==> src/rtl/cbd_pkg.sv <==
// ----------------------------------------------------------------------------
// cbd_pkg
// Shared types, constants and helpers of the chunked body decoder.
// ----------------------------------------------------------------------------
package cbd_pkg;

  localparam int unsigned SIZE_BITS_DEF = 32;

  localparam logic [7:0] CHAR_CR = 8'h0D;
  localparam logic [7:0] CHAR_LF = 8'h0A;

  localparam logic KIND_PAYLOAD = 1'b0;
  localparam logic KIND_END     = 1'b1;

  // bytes dropped after each chunk payload (the CR LF that closes it)
  localparam logic [1:0] SKIP_BYTES = 2'd2;

  typedef struct packed {
    logic       valid;
    logic [7:0] payload;
    logic       kind;
  } cbd_result_t;

  // {is_hex, value}
  function automatic logic [4:0] hex_decode(input logic [7:0] c);
    logic [4:0] r;
    r = 5'd0;
    if (c >= 8'h30 && c <= 8'h39) begin
      r = {1'b1, 4'(c - 8'h30)};
    end else if (c >= 8'h61 && c <= 8'h66) begin
      r = {1'b1, 4'(c - 8'h57)};
    end else if (c >= 8'h41 && c <= 8'h46) begin
      r = {1'b1, 4'(c - 8'h37)};
    end
    return r;
  endfunction

endpackage

==> src/rtl/cbd_parser.sv <==
// ----------------------------------------------------------------------------
// cbd_parser
// Parser state and one-byte step: size line, payload pass-through, skip, done.
// ----------------------------------------------------------------------------
module cbd_parser #(
  parameter int unsigned SIZE_BITS = cbd_pkg::SIZE_BITS_DEF
) (
  input  logic                clk_i,
  input  logic                rst_ni,
  input  logic                step_en_i,
  input  logic [7:0]          data_byte_i,
  input  logic                new_body_i,
  output cbd_pkg::cbd_result_t result_o
);

  localparam logic [1:0] PH_SIZE = 2'd0;
  localparam logic [1:0] PH_DATA = 2'd1;
  localparam logic [1:0] PH_SKIP = 2'd2;
  localparam logic [1:0] PH_DONE = 2'd3;

  localparam logic [SIZE_BITS-1:0] REM_ONE = {{(SIZE_BITS-1){1'b0}}, 1'b1};

  logic [1:0]           phase_q, phase_d;
  logic [SIZE_BITS-1:0] rem_q, rem_d;
  logic                 stopped_q, stopped_d;
  logic                 cr_pend_q, cr_pend_d;
  logic [1:0]           skip_q, skip_d;

  // state as seen by this byte, after an optional restart
  logic [1:0]           ph_c;
  logic [SIZE_BITS-1:0] rem_c;
  logic                 stopped_c;
  logic                 cr_pend_c;
  logic [1:0]           skip_c;

  logic [4:0]           hex;
  logic [SIZE_BITS-1:0] rem_shift;
  logic [SIZE_BITS-1:0] rem_dec;
  logic [1:0]           skip_dec;

  always_comb begin
    if (new_body_i) begin
      ph_c      = PH_SIZE;
      rem_c     = '0;
      stopped_c = 1'b0;
      cr_pend_c = 1'b0;
      skip_c    = 2'd0;
    end else begin
      ph_c      = phase_q;
      rem_c     = rem_q;
      stopped_c = stopped_q;
      cr_pend_c = cr_pend_q;
      skip_c    = skip_q;
    end
  end

  assign hex       = cbd_pkg::hex_decode(data_byte_i);
  assign rem_shift = {rem_c[SIZE_BITS-5:0], hex[3:0]};
  assign rem_dec   = rem_c - REM_ONE;
  assign skip_dec  = (skip_c != 2'd0) ? (skip_c - 2'd1) : skip_c;

  always_comb begin
    phase_d   = phase_q;
    rem_d     = rem_q;
    stopped_d = stopped_q;
    cr_pend_d = cr_pend_q;
    skip_d    = skip_q;
    result_o  = '0;
    if (step_en_i) begin
      phase_d   = ph_c;
      rem_d     = rem_c;
      stopped_d = stopped_c;
      cr_pend_d = cr_pend_c;
      skip_d    = skip_c;
      unique case (ph_c)
        PH_SIZE: begin
          if (cr_pend_c && data_byte_i == cbd_pkg::CHAR_LF) begin
            cr_pend_d = 1'b0;
            stopped_d = 1'b0;
            if (rem_c == '0) begin
              phase_d          = PH_DONE;
              result_o.valid   = 1'b1;
              result_o.payload = 8'h00;
              result_o.kind    = cbd_pkg::KIND_END;
            end else begin
              phase_d = PH_DATA;
            end
          end else begin
            cr_pend_d = (data_byte_i == cbd_pkg::CHAR_CR);
            if (!stopped_c) begin
              if (hex[4]) begin
                rem_d = rem_shift;
              end else begin
                stopped_d = 1'b1;
              end
            end
          end
        end
        PH_DATA: begin
          rem_d = rem_dec;
          if (rem_dec == '0) begin
            phase_d = PH_SKIP;
            skip_d  = cbd_pkg::SKIP_BYTES;
          end
          result_o.valid   = 1'b1;
          result_o.payload = data_byte_i;
          result_o.kind    = cbd_pkg::KIND_PAYLOAD;
        end
        PH_SKIP: begin
          skip_d = skip_dec;
          if (skip_dec == 2'd0) begin
            phase_d   = PH_SIZE;
            rem_d     = '0;
            stopped_d = 1'b0;
            cr_pend_d = 1'b0;
          end
        end
        default: begin
          // done: swallow bytes until the next body
        end
      endcase
    end
  end

  always_ff @(posedge clk_i or negedge rst_ni) begin
    if (!rst_ni) begin
      phase_q   <= PH_SIZE;
      rem_q     <= '0;
      stopped_q <= 1'b0;
      cr_pend_q <= 1'b0;
      skip_q    <= 2'd0;
    end else begin
      phase_q   <= phase_d;
      rem_q     <= rem_d;
      stopped_q <= stopped_d;
      cr_pend_q <= cr_pend_d;
      skip_q    <= skip_d;
    end
  end

endmodule

==> src/rtl/chunked_body_decoder_unit.sv <==
// ----------------------------------------------------------------------------
// chunked_body_decoder_unit
// HTTP chunked body decoder: one raw byte in, at most one payload byte or
// end marker out.
// ----------------------------------------------------------------------------
//  channel  dir  tdata (low bit up)   tuser
//  s_axis   in   data_byte[7:0]       new_body
//  m_axis   out  payload_byte[7:0]    kind (0 payload, 1 end of body)
//
//  One item per cycle sustained while m_axis_tready holds; a result passes
//  through the input register, then the parser step into the output
//  register, before it appears on m_axis.
//  Items that yield nothing (size line, skip, after end) leave no gap.
//  The parser advances only when the output register is free or being taken,
//  so m_axis_tready stalls ripple back to s_axis_tready within the cycle.
//  rst_ni clears all control state; the parser restarts on a size line.
// ----------------------------------------------------------------------------
module chunked_body_decoder_unit #(
  parameter int unsigned SIZE_BITS = cbd_pkg::SIZE_BITS_DEF
) (
  input  logic       clk_i,
  input  logic       rst_ni,
  input  logic       s_axis_tvalid,
  output logic       s_axis_tready,
  input  logic [7:0] s_axis_tdata,   // [7:0] data_byte
  input  logic       s_axis_tuser,   // [0] new_body
  output logic       m_axis_tvalid,
  input  logic       m_axis_tready,
  output logic [7:0] m_axis_tdata,   // [7:0] payload_byte
  output logic       m_axis_tuser    // [0] kind
);

  logic       in_valid_q, in_valid_d;
  logic [7:0] in_byte_q;
  logic       in_nb_q;
  logic       out_valid_q, out_valid_d;
  logic [7:0] out_byte_q;
  logic       out_kind_q;

  logic       advance;
  logic       in_fire;
  logic       step_en;

  cbd_pkg::cbd_result_t res;

  assign advance       = !out_valid_q || m_axis_tready;
  assign s_axis_tready = !in_valid_q || advance;
  assign in_fire       = s_axis_tvalid && s_axis_tready;
  assign step_en       = in_valid_q && advance;

  always_comb begin
    in_valid_d = in_valid_q;
    if (in_fire) begin
      in_valid_d = 1'b1;
    end else if (advance) begin
      in_valid_d = 1'b0;
    end
  end

  assign out_valid_d = advance ? (step_en && res.valid) : out_valid_q;

  cbd_parser #(
    .SIZE_BITS (SIZE_BITS)
  ) u_parser (
    .clk_i       (clk_i),
    .rst_ni      (rst_ni),
    .step_en_i   (step_en),
    .data_byte_i (in_byte_q),
    .new_body_i  (in_nb_q),
    .result_o    (res)
  );

  always_ff @(posedge clk_i or negedge rst_ni) begin
    if (!rst_ni) begin
      in_valid_q  <= 1'b0;
      out_valid_q <= 1'b0;
    end else begin
      in_valid_q  <= in_valid_d;
      out_valid_q <= out_valid_d;
    end
  end

  always_ff @(posedge clk_i) begin
    if (in_fire) begin
      in_byte_q <= s_axis_tdata;
      in_nb_q   <= s_axis_tuser;
    end
    if (step_en) begin
      out_byte_q <= res.payload;
      out_kind_q <= res.kind;
    end
  end

  assign m_axis_tvalid = out_valid_q;
  assign m_axis_tdata  = out_byte_q;
  assign m_axis_tuser  = out_kind_q;

endmodule

==> config.mk <==
export PLATFORM = sky130hd
export DESIGN_NAME = chunked_body_decoder_unit
export DESIGN_NICKNAME = d
export VERILOG_FILES = /design/src/rtl/cbd_pkg.sv /design/src/rtl/cbd_parser.sv /design/src/rtl/chunked_body_decoder_unit.sv
export SDC_FILE = /design/constraint.sdc
export NUM_CORES = 1
export LEC_CHECK = 0
export BUFFER_PORTS_ARGS = -buffer_cell sky130_fd_sc_hd__buf_4
export CORE_UTILIZATION = 50
export CTS_CLUSTER_SIZE = 30
export DETAILED_ROUTE_END_ITERATION = 7
export GPL_TIMING_DRIVEN = 1
export PLACE_DENSITY = 0.69
export SLEW_MARGIN = 10
export SYNTH_ARGS = -nofsm -noshare
export SYNTH_HDL_FRONTEND = slang
export SYNTH_SLANG_ARGS = --single-unit
==> constraint.sdc <==
create_clock -name clk_i -period 6.06 [get_ports clk_i]
set_input_delay 1.212 -clock clk_i [delete_from_list [all_inputs] [get_ports clk_i]]
set_output_delay 1.212 -clock clk_i [all_outputs]
set_load 0.005 [all_outputs]
==> metrics.txt <==
first-pass GRT wire length 22,800 µm; Multi-input gate area 2730 µm²; CTS Sinks 58; DRC violations left 0; crit-path most repeated cell inv_1; vias per cell 7.04; vias in the first global route 4,249; Final Total Pwr 1.12 mW; CTS root buf clkbuf_8; Worst path max stage delay 0.71 ns; ys async rst share 0.690; critical path peak fanout 43; Hold Path Class register to register; ant diodes 0; Die H 97.9 µm; Worst setup SP type register; largest delay contributor family on the critical path buffers and inverters; syn nets 583; Skew-Pair Late Insertion Delay 0.36 ns; total track usage 0.303; initial antenna violation count 0; post-synth cell types 74; mux share of post-synthesis cell area 0.0133; Worst Path Required 6.30 ns; WL per Instance 21.5 µm; max frequency 267 MHz; Synth Area in Simple Gates 0.237; Rel. slew slack 0.313; setup TNS 0 ns; Final min period 3.74 ns; H-tree depth 3; Slew Limit Fails 0; Layout Nets 573; CP Cell Sequence buf_4 > inv_1 > nand2_1 > inv_1 > ha_1 > buf_4 > inv_1 > nand2_1 > a221oi_1 > a21oi_1; pwr dens 227 nW/µm²; total routed wirelength 14,200 µm; clock-pin transition on the worst setup and hold timing paths 0.08 ns; WP buf/inv 5; Fin. Hold Viols 0; First DRT Iteration DRCs 492; cts repair resizes 0; XOR/XNOR Fraction of Synth Area 0.0209; fin crit share 0.618; EDFF count, synth 18; Syn Inst Count 559; total congestion overflow 0; WHS Path Cells 1; Register-to-Register Path Depth 10; Mapped Area 4600 µm²; I/O pin cnt 24; leakage 2.09 nW; Starting Density 0.522; area delta synth->final 7.29%; antenna-violating nets left 0; Slowest cell on crit path nand2_1; FP Rows 34; most common cell after layout, fill and taps aside nand2_1; Synth warnings 0; worst-margin pin slew 1.00 ns; die area 9590 µm²; Synth Flop Type dfrtp_1; first drt pass iteration count 5; setup bufs post-CTS 0; maximum clock path buffer count 2; commonest non-fill, non-tap cells in the layout nand2_1 (58), o21ai_0 (56), a21oi_1 (43); Post-DP HPWL 9160 µm; outcome complete, no violations; Core Area 8810 µm²; die width 97.9 µm; layout cells sized above 1 0.117; ranking of synthesized cells by area dfrtp_1 (22%), edfxtp_1 (12%), o21ai_0 (6.2%); Stages on worst setup path 10; register area 1540 µm²; Hold-fix buffers, CTS 0; Worst Setup End Kind register; via count 4,658; Layout fillers 790; max_cap viols 0; Post-Syn Area per Cell 8.23 µm²; CTS tree done; Synth Area in Compound Gates 0.293; worst setup path category register to register; register bit total from synthesis 58; area leader, netlist dfrtp_1; register area share after synthesis 0.335; Yosys top cell area share 0.218; CP arrival 3.98 ns; clock skew 0.0134 ns; maximum number of pins on one net before global-route repair 44; largest family of logic cells by synthesized area compound AO/OA/AOI/OAI gates; Worst VDD drop 0.000126 V; RSZ-0062 raised after global routing no; Num CTS Buffers 9; adder-cell share of the synthesized area 0.0299; Final Wtd Congestion 0.998; PortBufs 23; Final Setup Violations 0
-- per-stage QoR --
step	worst slack [ns]	instances	hold WS (ns)	utilization	cell area, µm²
6_report	2.32	662	0.526	0.561	4940
5_1_grt	2.05	662	0.540	0.561	4940
4_1_cts	2.41	662	0.533	0.561	4940
3_5_place_dp	2.42	646	0.511	0.535	4710
3_3_place_gp	2.54	646	0.497	0.535	4710
2_1_floorplan	2.96	559	0.466	-	4600
-- Yosys cell counts, types with 7 or more instances --
cell type / count
a21oi_1: 43
nand4_1: 9
o211ai_1: 7
and2_1: 9
edfxtp_1: 18
nand2_1: 58
a221oi_1: 12
o21a_1: 7
nor2_1: 38
inv_1: 16
a31oi_1: 8
clkbuf_1: 34
nor4_1: 11
ha_1: 11
a22oi_1: 8
dfrtp_1: 40
o21ai_0: 57
nor3_1: 19
a21o_1: 7
nand3_1: 17
-- cell type report --
type / count / share of cell area
Clock inverter: 5 / 0.0155
Clock buffer: 11 / 0.0307
Tap cell: 108 / 0.0274
Inverter: 16 / 0.0122
Sequential cell: 58 / 0.312
Multi-Input combinational cell: 432 / 0.553
Timing Repair Buffer: 32 / 0.0487
-- where the power goes --
part / switching, mW / total (mW) / internal [mW]
Clock: 0.175 / 0.427 / 0.252
Combinational: 0.163 / 0.251 / 0.0880
Sequential: 0.0220 / 0.440 / 0.418
-- state kept, by name, summed over array words and instances (netlist names), 2 cells and up --
register,count
in_byte_q,8
m_axis_tdata,8
u_parser.phase_q,2
u_parser.rem_q,32
u_parser.skip_q,2
-- logic make-up (layout without fill, tap and decap cells) --
kind of cell	Yosys count	count (layout)
compound gates	200	200
xor+xnor	11	11
fa+ha+maj	11	11
buf+inv	69	64
flops	58	58
mux	6	6
simple gates	204	204
-- routing by layer --
layer,part of all wire,global-route usage,vias up
li1,-,-,2092
met2,0.45,0.459,291
met3,0.096,0.0480,34
met5,0,0,-
met4,0.023,0.134,0
met1,0.43,0.427,2241
-- worst paths after layout --
kind,end,start,slack (ns)
min,u_parser.cr_pend_q$_DFFE_PN0P_,u_parser.cr_pend_q$_DFFE_PN0P_,0.53
max,u_parser.rem_q[14]$_DFFE_PN0P_,in_nb_q$_DFFE_PP_,2.32
max in group asynchronous,u_parser.rem_q[29]$_DFFE_PN0P_,rst_ni,4.83
min in group asynchronous,u_parser.rem_q[6]$_DFFE_PN0P_,rst_ni,0.84
max reg2reg,u_parser.rem_q[14]$_DFFE_PN0P_,in_nb_q$_DFFE_PP_,2.32
min reg2reg,u_parser.cr_pend_q$_DFFE_PN0P_,u_parser.cr_pend_q$_DFFE_PN0P_,0.53
Note: power is estimated with default switching activity, not from simulation.
